$ cat config.mk
export PLATFORM = sky130hd
export DESIGN_NAME = fragment_reassembly_tracker
export DESIGN_NICKNAME = d
export VERILOG_FILES = /design/src/rtl/frt_pkg.sv /design/src/rtl/frt_cell.sv /design/src/rtl/fragment_reassembly_tracker.sv
export SDC_FILE = /design/constraint.sdc
export NUM_CORES = 2
export LEC_CHECK = 0
export BUFFER_PORTS_ARGS = -buffer_cell sky130_fd_sc_hd__buf_2
export CORE_UTILIZATION = 55
export DETAILED_ROUTE_END_ITERATION = 8
export GPL_TIMING_DRIVEN = 0
export PLACE_DENSITY_LB_ADDON = 0.05
export SLEW_MARGIN = 5
export SYNTH_ARGS = -nofsm -noshare
export SYNTH_HDL_FRONTEND = slang
export SYNTH_SLANG_ARGS = --single-unit
$ cat constraint.sdc
create_clock -name clk -period 5.35 [get_ports clk]
set_clock_uncertainty 0.05 [all_clocks]
set_input_delay 1.605 -clock clk [delete_from_list [all_inputs] [get_ports clk]]
set_output_delay 1.605 -clock clk [all_outputs]
set_load 0.02 [all_outputs]
$ cat src/rtl/frt_pkg.sv
// Package with shared constants, status codes and cell types for the reassembly tracker.
package frt_pkg;

  localparam int MaxFragsDefault = 16;
  localparam logic [15:0] TimeoutReset = 16'd3;

  typedef enum logic [3:0] {
    ST_STARTED   = 4'd0,
    ST_RESTARTED = 4'd1,
    ST_STORED    = 4'd2,
    ST_REDUNDANT = 4'd3,
    ST_COMPLETE  = 4'd4,
    ST_ERROR     = 4'd5,
    ST_FULL      = 4'd6,
    ST_PURGED    = 4'd7,
    ST_IDLE      = 4'd8
  } status_t;

  typedef enum logic [1:0] {
    OP_HOLD = 2'd0,
    OP_PULL = 2'd1,
    OP_PUSH = 2'd2,
    OP_LOAD = 2'd3
  } cell_op_t;

  typedef struct packed {
    cell_op_t    op;
    logic [15:0] off;
    logic [15:0] size;
  } cell_ctl_t;

  typedef struct packed {
    logic [15:0] start;
    logic [15:0] size;
  } ival_t;

endpackage

$ cat src/rtl/frt_cell.sv
// One table cell holding a fragment interval, taking a neighbour's interval or loading a new one on command.
module frt_cell
  import frt_pkg::*;
(
  input  logic      clk,
  input  cell_ctl_t ctl,
  input  ival_t     lo_in,
  input  ival_t     hi_in,
  output ival_t     val_out
);

  ival_t val_r;
  ival_t val_nxt;

  always_comb begin
    unique case (ctl.op)
      OP_HOLD: val_nxt = val_r;
      OP_PULL: val_nxt = hi_in;
      OP_PUSH: val_nxt = lo_in;
      OP_LOAD: val_nxt = '{start: ctl.off, size: ctl.size};
    endcase
  end

  always_ff @(posedge clk) begin
    val_r <= val_nxt;
  end

  assign val_out = val_r;

endmodule

$ cat src/rtl/fragment_reassembly_tracker.sv
// Top level of the fragment reassembly tracker: control sequencer and the cell row.
// A purge tick goes straight to the result beat; a start or restart loads cell 0 alone.
// A redundant or full fragment is found by one rotation of the row to locate it; an
// inserted fragment also drops the held intervals it replaces and rotates the row once
// more to walk coverage. The tracker takes no new item until the result beat of the last
// one is loaded, and the next one can be taken in the cycle after that. Reset (rst_n low,
// synchronous) clears the context, the interval count, the timer and the result beat,
// and sets the timeout back to 3.
module fragment_reassembly_tracker
  import frt_pkg::*;
#(
  parameter int MAX_FRAGS = MaxFragsDefault
) (
  input  logic        clk,
  input  logic        rst_n,
  input  logic        in_valid,
  output logic        in_stall,
  input  logic        in_func,
  input  logic [31:0] in_msg_id,
  input  logic [15:0] in_frag_offset,
  input  logic [15:0] in_payload_size,
  input  logic [15:0] in_total_len,
  output logic        out_valid,
  input  logic        out_stall,
  output logic [3:0]  out_status,
  output logic [15:0] out_message_len,
  output logic [4:0]  out_entries_held,
  input  logic        cfg_valid,
  output logic        cfg_ready,
  input  logic [15:0] cfg_timeout_ticks
);

  localparam int CW = $clog2(MAX_FRAGS + 1);

  typedef enum logic [2:0] {
    S_IDLE, S_SCAN, S_DEC, S_DEL, S_PUT, S_COV, S_FIN, S_OUT
  } state_t;

  state_t        state_r;
  logic [15:0]   timeout_r;
  logic          ctx_valid_r;
  logic [31:0]   ctx_id_r;
  logic [15:0]   total_r;
  logic [15:0]   ticks_r;
  logic [CW-1:0] count_r;
  logic [CW-1:0] pos_r;
  logic [CW-1:0] b_r;
  logic [CW-1:0] a_r;
  logic [CW-1:0] del_r;
  logic          found_a_r;
  logic [16:0]   prev_end_r;
  logic [15:0]   start_a_r;
  logic [16:0]   end_r;
  logic [15:0]   off_r;
  logic [15:0]   size_r;
  logic [15:0]   tot_r;
  logic          push_r;
  logic          restart_r;
  logic [16:0]   cov_r;
  logic          cov_run_r;
  logic          cov_err_r;
  status_t       st_r;
  logic [15:0]   mlen_r;
  status_t       out_status_r;
  logic [15:0]   out_mlen_r;
  logic [4:0]    out_held_r;
  logic          ovalid_r;

  ival_t         cv [MAX_FRAGS];
  ival_t         head;
  logic [16:0]   head_end;
  logic          pos_valid;
  logic          acc;
  logic          restart_hit;
  logic [CW-1:0] span;
  logic [CW:0]   newcount;

  assign head      = cv[0];
  assign head_end  = {1'b0, head.start} + {1'b0, head.size};
  assign pos_valid = pos_r < count_r;
  assign span      = a_r - b_r;
  assign newcount  = {1'b0, count_r} - {1'b0, span} + (CW+1)'(1);

  assign acc         = in_valid && !in_stall;
  assign in_stall    = (state_r != S_IDLE);
  assign cfg_ready   = (state_r == S_IDLE) && !in_valid && !ovalid_r;
  assign restart_hit = !ctx_valid_r || in_msg_id != ctx_id_r ||
                       (count_r != '0 && in_total_len != total_r) ||
                       in_payload_size == '0;

  for (genvar g = 0; g < MAX_FRAGS; g++) begin : g_row
    ival_t     lo_nb;
    ival_t     hi_nb;
    cell_ctl_t ctl;
    if (g == 0) begin : g_head
      assign lo_nb = '0;
    end else begin : g_body
      assign lo_nb = cv[g-1];
    end
    if (g == MAX_FRAGS - 1) begin : g_tail
      assign hi_nb = cv[0];
    end else begin : g_mid
      assign hi_nb = cv[g+1];
    end
    always_comb begin
      ctl.off  = off_r;
      ctl.size = size_r;
      unique case (state_r)
        S_SCAN, S_COV: ctl.op = OP_PULL;
        S_DEL: ctl.op = (CW'(g) >= b_r) ? OP_PULL : OP_HOLD;
        S_PUT: begin
          if (CW'(g) == b_r) ctl.op = OP_LOAD;
          else if (push_r && CW'(g) > b_r) ctl.op = OP_PUSH;
          else ctl.op = OP_HOLD;
        end
        default: ctl.op = OP_HOLD;
      endcase
    end
    frt_cell u_cell (
      .clk(clk), .ctl(ctl), .lo_in(lo_nb), .hi_in(hi_nb), .val_out(cv[g])
    );
  end

  always_ff @(posedge clk) begin
    if (!rst_n) begin
      state_r     <= S_IDLE;
      timeout_r   <= TimeoutReset;
      ctx_valid_r <= 1'b0;
      ctx_id_r    <= '0;
      total_r     <= '0;
      ticks_r     <= '0;
      count_r     <= '0;
      ovalid_r    <= 1'b0;
      pos_r       <= '0;
    end else begin
      if (cfg_valid && cfg_ready) timeout_r <= cfg_timeout_ticks;
      if (state_r == S_OUT && (!ovalid_r || !out_stall)) begin
        ovalid_r     <= 1'b1;
        out_status_r <= st_r;
        out_mlen_r   <= mlen_r;
        out_held_r   <= 5'(count_r);
      end else if (!out_stall) begin
        ovalid_r <= 1'b0;
      end
      unique case (state_r)
        S_IDLE: begin
          if (acc) begin
            mlen_r     <= '0;
            off_r      <= in_frag_offset;
            size_r     <= in_payload_size;
            tot_r      <= in_total_len;
            end_r      <= {1'b0, in_frag_offset} + {1'b0, in_payload_size};
            pos_r      <= '0;
            b_r        <= '0;
            a_r        <= '0;
            found_a_r  <= 1'b0;
            prev_end_r <= '0;
            start_a_r  <= '0;
            push_r     <= 1'b0;
            restart_r  <= restart_hit;
            if (in_func) begin
              if (!ctx_valid_r) begin
                st_r <= ST_IDLE;
              end else if (ticks_r == '0) begin
                ctx_valid_r <= 1'b0;
                count_r     <= '0;
                st_r        <= ST_PURGED;
              end else begin
                ticks_r <= ticks_r - 16'd1;
                st_r    <= ST_IDLE;
              end
              state_r <= S_OUT;
            end else if (restart_hit) begin
              st_r <= ctx_valid_r ? ST_RESTARTED : ST_STARTED;
              if (!ctx_valid_r) ticks_r <= timeout_r;
              ctx_valid_r <= 1'b1;
              ctx_id_r    <= in_msg_id;
              total_r     <= in_total_len;
              state_r     <= S_PUT;
            end else begin
              state_r <= S_SCAN;
            end
          end
        end
        S_SCAN: begin
          if (pos_valid) begin
            if (head.start < off_r) begin
              b_r        <= b_r + CW'(1);
              a_r        <= a_r + CW'(1);
              prev_end_r <= head_end;
            end else if ({1'b0, head.start} < end_r) begin
              a_r <= a_r + CW'(1);
            end else if (!found_a_r) begin
              found_a_r <= 1'b1;
              start_a_r <= head.start;
            end
          end
          if (pos_r == CW'(MAX_FRAGS - 1)) begin
            pos_r   <= '0;
            state_r <= S_DEC;
          end else begin
            pos_r <= pos_r + CW'(1);
          end
        end
        S_DEC: begin
          if (b_r != '0 && found_a_r && prev_end_r >= {1'b0, start_a_r}) begin
            st_r    <= ST_REDUNDANT;
            state_r <= S_OUT;
          end else if (newcount > (CW+1)'(MAX_FRAGS)) begin
            st_r    <= ST_FULL;
            state_r <= S_OUT;
          end else begin
            if (count_r == '0) total_r <= tot_r;
            ticks_r <= timeout_r;
            push_r  <= (span == '0);
            del_r   <= span - CW'(1);
            state_r <= (span > CW'(1)) ? S_DEL : S_PUT;
          end
        end
        S_DEL: begin
          del_r <= del_r - CW'(1);
          if (del_r == CW'(1)) state_r <= S_PUT;
        end
        S_PUT: begin
          if (restart_r) begin
            count_r <= CW'(1);
            state_r <= S_OUT;
          end else begin
            count_r   <= newcount[CW-1:0];
            pos_r     <= '0;
            cov_r     <= '0;
            cov_run_r <= 1'b1;
            cov_err_r <= 1'b0;
            state_r   <= S_COV;
          end
        end
        S_COV: begin
          if (cov_run_r && pos_valid) begin
            if ({1'b0, head.start} <= cov_r) begin
              if (head.size == '0 || head_end <= cov_r) begin
                cov_err_r <= 1'b1;
                cov_run_r <= 1'b0;
              end else begin
                cov_r <= head_end;
              end
            end else begin
              cov_run_r <= 1'b0;
            end
          end
          if (pos_r == CW'(MAX_FRAGS - 1)) begin
            pos_r   <= '0;
            state_r <= S_FIN;
          end else begin
            pos_r <= pos_r + CW'(1);
          end
        end
        S_FIN: begin
          if (total_r == '0 || cov_err_r) begin
            st_r    <= ST_ERROR;
            count_r <= '0;
            ticks_r <= '0;
          end else if (cov_r >= {1'b0, total_r}) begin
            st_r    <= ST_COMPLETE;
            mlen_r  <= total_r;
            count_r <= '0;
            ticks_r <= '0;
          end else begin
            st_r <= ST_STORED;
          end
          state_r <= S_OUT;
        end
        S_OUT: begin
          if (!ovalid_r || !out_stall) state_r <= S_IDLE;
        end
        default: state_r <= S_IDLE;
      endcase
    end
  end

  assign out_valid        = ovalid_r;
  assign out_status       = out_status_r;
  assign out_message_len  = out_mlen_r;
  assign out_entries_held = out_held_r;

  a_out_hold: assert property (@(posedge clk) disable iff (!rst_n)
    out_valid && out_stall |=> out_valid && $stable(out_status) &&
      $stable(out_message_len) && $stable(out_entries_held));

  a_count_max: assert property (@(posedge clk) disable iff (!rst_n)
    count_r <= CW'(MAX_FRAGS));

  a_cfg_quiet: assert property (@(posedge clk) disable iff (!rst_n)
    cfg_ready |-> !in_stall && !out_valid);

  a_status_range: assert property (@(posedge clk) disable iff (!rst_n)
    out_valid |-> out_status <= ST_IDLE);

endmodule
-- Word level (Yosys, flattened, before mapping)
Index checks and enable logic that the tools add are counted.
- output and inout port bits: 28
- bits of input ports: 102
- RAM bits: 0
- register bits after elaboration: 787
- word-level logic and storage cells: 500
- memories: 0
- latch bits: 0
- bits in read-only memories: 0
- shift operators: 0
- bitwise gates (word level): 1
- reduce and logical (&&, ||, !) cells: 93
- div/mod/pow operators: 0
- multipliers: 0
- order comparisons: 41
- $add $sub $neg: 11
- eq/ne operators: 108
- muxes and demuxes: 185
- operators by type and width (kind ; number):
    32-bit case mux with 3 select lines ; 16
    16-bit 2-to-1 mux ; 23
    17-bit 2-to-1 mux ; 7
    16-bit case mux with 2 select lines ; 3
    2-bit case mux with 3 select lines ; 16
    5-bit 2-to-1 mux ; 17
    17-bit case mux with 2 select lines ; 2
    2-bit 2-to-1 mux ; 33
    2-bit == test, second input constant ; 32
    16-bit logical NOT ; 4
    16-bit case mux with 3 select lines ; 1
    2-bit inequality test, second input constant ; 23
    4-bit by 5-bit == test with 1-bit output, first input constant ; 8
    4-bit by 5-bit greater-or-equal comparator with 1-bit output, first input constant ; 8
    4-bit by 5-bit greater-than comparator with 1-bit output, first input constant ; 8
    1-bit 2-to-1 mux ; 37
    3-bit 2-to-1 mux ; 12
    5-bit AND reduction ; 7
    16-bit by 16-bit adder with 17-bit output ; 2
    17-bit by 16-bit greater-or-equal comparator with 1-bit output ; 2
    2-bit by 1-bit == test with 1-bit output, second input constant ; 16
    2-bit logical NOT ; 16
    32-bit inequality test ; 1
    5-bit case mux with 2 select lines ; 3
    51 further kinds ; 142

-- Longest topological paths before layout
- word-level depth: 8
- gate-level depth with buffers: 18
- gate-level depth less buffers: 18

-- By module
From an unflattened synthesis, not the netlist that was laid out.
- cell total of the unflattened synthesis: 3863
- area total of the unflattened synthesis: 42903.6 um^2
- by module, submodules not included (module ; area an instance (um^2) ; instances ; cells each ; seq. area each (um^2)):
    frt_cell ; 1672.9 ; 16 ; 140 ; 960.9
    fragment_reassembly_tracker ; 16138.0 ; 1 ; 1623 ; 7307.0

-- Worst setup path before layout
OpenSTA, ideal clock, no wires.
- path type: reg2reg
- start: register b_r[3]
- end: register g_row[1].u_cell.val_r, in the netlist g_row[1].u_cell.val_out[0], enable pin
- required time: 4767 ps
- cell stages (with the launch flop): 5
- setup slack: -61 ps
- library setup time: 533 ps
- buffers on the path: 2
- arrival time: 4828 ps
- period minus slack after synthesis: 5411 ps
- path through: edfxtp_1 > buf_2 > or3_1 > buf_2 > o311ai_0
- longest elaborated chain between the ends: 6
- elaborated cells on any way between the ends: 9
- ends and longest elaborated chain (element ; line ; text):
    start, declared ; fragment_reassembly_tracker.sv:47 ; logic [CW-1:0] b_r;
    start signal, assigned ; fragment_reassembly_tracker.sv:188 ; b_r <= b_r + CW'(1);
    1-bit by 5-bit greater-than comparator with 1-bit output ; fragment_reassembly_tracker.sv:113 ; else if (push_r && CW'(g) > b_r) ctl.op = OP_PUSH;
    1-bit logical AND ; fragment_reassembly_tracker.sv:113 ;
    2-bit 2-to-1 mux ; fragment_reassembly_tracker.sv:113 ;
    2-bit 2-to-1 mux ; fragment_reassembly_tracker.sv:112 ; if (CW'(g) == b_r) ctl.op = OP_LOAD;
    2-bit case mux with 3 select lines (*) ; fragment_reassembly_tracker.sv:108 ; unique case (state_r)
    2-bit logical NOT (*) ; frt_cell.sv:16 ; unique case (ctl.op)
    end signal, assigned ; frt_cell.sv:25 ; val_r <= val_nxt;
    end, declared ; frt_cell.sv:12 ; ival_t val_r;
Mark *: on every way between the ends. The rest lies on a longest branch, timed or not.
A chain may end at the register's enable or synchronous reset.

-- Worst setup path after layout
- start: register g_row[0].u_cell.val_r, in the netlist g_row[0].u_cell.val_out[0]
- end: register cov_r[0], enable pin
- longest elaborated chain between the ends: 5
- elaborated cells on any way between the ends: 6
- ends and longest elaborated chain (element ; line ; text):
    start, declared ; frt_cell.sv:12 ;
    start signal, assigned ; frt_cell.sv:25 ;
    16-bit by 16-bit adder with 17-bit output ; fragment_reassembly_tracker.sv:79 ; assign head_end = {1'b0, head.start} + {1'b0, head.size};
    via head_end[16] ; fragment_reassembly_tracker.sv:71 ; logic [16:0] head_end;
    17-bit <= comparator ; fragment_reassembly_tracker.sv:240 ; if (head.size == '0 || head_end <= cov_r) begin
    1-bit logical OR ; fragment_reassembly_tracker.sv:240 ;
    2-bit inequality test (no line) ; -- ;
    6-bit AND reduction (no line) ; -- ;
    end signal, assigned ; fragment_reassembly_tracker.sv:244 ; cov_r <= head_end;
    end, declared ; fragment_reassembly_tracker.sv:59 ; logic [16:0] cov_r;
The timed path passes the listed nets, and every way through them passes these cells.

==> results.cfg <==
[finish]
finalNonFillerCells = 5252
nFillCells = 6164
seqCellArea_um2 = 22680
area_delta_synth_final_pct = 12.41
stdcell_area_um2 = 46170
final_core_util = 0.6285
drive_gt1_frac = 0.08582
nNetsFinal = 4480
multiInputGateArea_um2 = 16550

[floorplan]
start_util = 0.5591
dieArea_um2 = 75770
die_x_um = 275.3
die_h_um = 275.3
core_area_um2 = 73450
rows = 99
io_pins = 130

[worst_setup_path]
critPathLaunchType = flop
rr_worst_depth = 17
crit_arrival_ps = 5280
end_kind = flop
crit_type = flop to flop
r2r_start = g_row[0].u_cell.val_out[0]$_DFFE_PP_
setup.worst_path.start = g_row[0].u_cell.val_out[0]$_DFFE_PP_
setup.worst_path.end = cov_r[0]$_SDFFCE_PN0P_
worst_ep_required_time_ps = 5620
r2r_setup_slack_ps = 340
rr_endpoint = cov_r[0]$_SDFFCE_PN0P_
crit_fanout = 17

[grt]
antenna_found_initial = 9
busiest_layer = met1
grt_max_degree = 36
overflow = 0
use_met3 = 0.1013
met1_usage = 0.5556
use_met2 = 0.5364
grt_pass1_wl_mm = 207.7
grt_pass1_vias = 30910
grt.total_usage = 0.3803

[power]
peakVddDrop_v = 0.0003574
p_int_mw = 16.68
seq_power_share = 0.449
leakagePower_nw = 18.73
swShare = 0.3964
p_total_mw = 27.64
p_per_area_nw_per_um2 = 598.7
p_switching_mw = 10.95
pwr-share-clk = 0.211
p_comb_frac = 0.340

[cts]
numClockSinks = 787
clk_path_buf_depth = 3
clkTransAtPathRegs_ps = 60
numCtsBuffers = 86
cts_root_buf = clkbuf_16
cts_tree = yes
htreeDepth = 3
insertion_delay_ps = 650

[synth]
synth_area_per_cell_um2 = 10.33
synth-warning-count = 0
synth_cells = 3975
async_flop_share = 0
syn-num-nets = 4235
ys.flop_type = edfxtp_1
synth-seq-cells = 787
synth.distinct_cells = 87
synth_area_um2 = 41070
synth_edf_count = 692
synth-seq-area-share = 0.5523

[min_path]
worstHoldStart = st_r[0]$_DFFE_PP_
hold_path.class = flop to flop

[placed_design]
dp.cells = 5077
io_buffers = 128
gp_congestion = 0.9914
pre_cts_slack_ps = -428.6
place_hpwl_mm = 109.0
place_area_um2 = 43260

[drt]
first_pass_iters = 9
wl_mm = 145.2
drc = 10
post_drt_wl_per_cell_um = 27.65
drtIter0Drc = 5075
drtAntennaViolNets = 0
via_count = 33660
avgViaCountPerCell = 6.409

[timing]
setup_viol_count_final = 0
worst_hold_slack_ps = 364.9
fin_crit_ps = 5006
drv_slew = 0
fin_crit_sh = 0.9357
tns_ps = 0
maxSlewHeadroom = 0.09599
hold_viol = 0
worst_pin_slew_ps = 1356
rsz0062_at_grt = false
timing.final.ws_setup_ps = 344.2
max_freq_mhz = 199.8

[outcome]
violations = DRC
status = finished with violations

[job]
max_cap_violations = 0
## synth_stat cells (7+ instances only)
master,n,share of area
and3_1,38,0.0058
and2_1,15,0.0023
nand3_1,52,0.0063
o31ai_1,29,0.0053
nand4_1,15,0.0023
ha_1,154,0.047
a21o_1,31,0.0057
nor2_1,309,0.028
a21oi_1,295,0.036
nor3_1,29,0.0035
nor4_1,30,0.0046
a311oi_1,7,0.0015
nor2b_1,13,0.0020
o21a_1,18,0.0033
a22oi_1,99,0.018
o211ai_1,20,0.0037
a31oi_1,7,0.0011
xor2_1,68,0.015
clkbuf_1,212,0.019
edfxtp_1,692,0.51
mux2i_1,178,0.043
o21ai_1,12,0.0015
a222oi_1,96,0.023
buf_2,34,0.0041
a221o_1,19,0.0046
nand2b_1,16,0.0024
dfxtp_1,95,0.046
o21ai_0,259,0.032
a211oi_1,15,0.0027
inv_1,240,0.022
buf_1,10,0.00091
xnor2_1,32,0.0068
nand2_1,717,0.066
## area by class of cell
class / instances / area share
Multi-Input combinational cell: 2686 / 0.3585
Buffer: 261 / 0.02293
Tap cell: 959 / 0.02599
Antenna cell: 5 / 0.0002710
Timing Repair Buffer: 157 / 0.02306
Clock buffer: 115 / 0.05011
Sequential cell: 787 / 0.4913
Clock inverter: 41 / 0.008212
Inverter: 241 / 0.01960
## worst min-delay path by stage
stage	slack, ps	endpoint	cells past startpoint
5_1_grt	370	out_message_len[2]$_DFFE_PP_	0
2_1_floorplan	350	out_message_len[0]$_DFFE_PP_	0
3_3_place_gp	350	out_message_len[15]$_DFFE_PP_	0
4_1_cts	360	out_status[0]$_DFFE_PP_	0
6_report	360	out_status[0]$_DFFE_PP_	0
3_5_place_dp	350	out_status[0]$_DFFE_PP_	0
## power by group through the flow
stage               combinational [mW]  sequential [mW]  clock (mW)
floorplan                         6.23             11.1           0
global placement                  8.44             12.5           0
detailed placement                8.88             12.4           0
CTS                               9.05             12.2        5.84
global route                      10.3             12.4        6.07
finish                            9.39             12.4        5.84
## worst max-delay path, stage by stage (launching register included)
cell	delay, ps
edfxtp_1	660
ha_1	350
inv_1	80
fa_1	220
nor2b_1	60
o21ai_0	190
a21oi_1	170
o41ai_2	400
nand3_1	240
a41oi_2	350
inv_1	80
ha_1	300
nand4_1	150
nor3_1	370
o21ai_0	150
a21o_1	230
a211oi_1	300
o21a_4	330
## logic make-up (layout without fill, tap and decap cells)
family / after synthesis / in the layout / share of synthesized area
and+or+nand+nor: 1280 / 1280 / 0.1332
muxes: 178 / 178 / 0.04338
buffers and inverters: 502 / 815 / 0.04777
DFF: 787 / 787 / 0.5523
other: 0 / 5 / 0
xor gates and xnor gates: 100 / 100 / 0.02133
AOI/OAI and AO/OA: 970 / 970 / 0.1532
adders and majority gates: 158 / 158 / 0.04887
## timing repair
item | CTS | global route
endpoints found under the setup margin | 17 | 22
setup buffers | 7 | 7
resized for setup | 2 | 7
hold buffers | 0 | 0
## flip-flops by register name, summed over array words and instances, names as in the netlist, 3 cells and up
signal / cells
timeout_r: 16
out_status: 4
tot_r: 16
g_row.u_cell.val_out: 512
state_r: 3
size_r: 16
ctx_id_r: 32
del_r: 5
a_r: 5
out_message_len: 16
st_r: 4
ticks_r: 16
prev_end_r: 17
end_r: 17
total_r: 16
start_a_r: 16
cov_r: 17
pos_r: 5
off_r: 16
out_entries_held: 5
b_r: 5
mlen_r: 16
count_r: 5
## cell usage in the layout (no fill, tap or decap), drive strengths merged, types with 96 or more instances in the layout
| cell type | netlist | layout |
|---|---|---|
| a21oi | 295 | 295 |
| a222oi | 96 | 96 |
| a22oi | 99 | 99 |
| buf | 49 | 206 |
| clkbuf | 212 | 327 |
| edfxtp | 692 | 692 |
| ha | 154 | 154 |
| inv | 241 | 245 |
| mux2i | 178 | 178 |
| nand2 | 717 | 717 |
| nor2 | 311 | 311 |
| o21ai | 272 | 272 |
## layer usage
layer / routed length, um / up-vias / share of wire
li1: - / 14980 / -
met1: 59060 / 16070 / 0.41
met2: 59380 / 2315 / 0.41
met3: 20530 / 296 / 0.14
met4: 6211 / 4 / 0.043
met5: 23 / - / 0.00016
(Power assumes the default switching activity.)
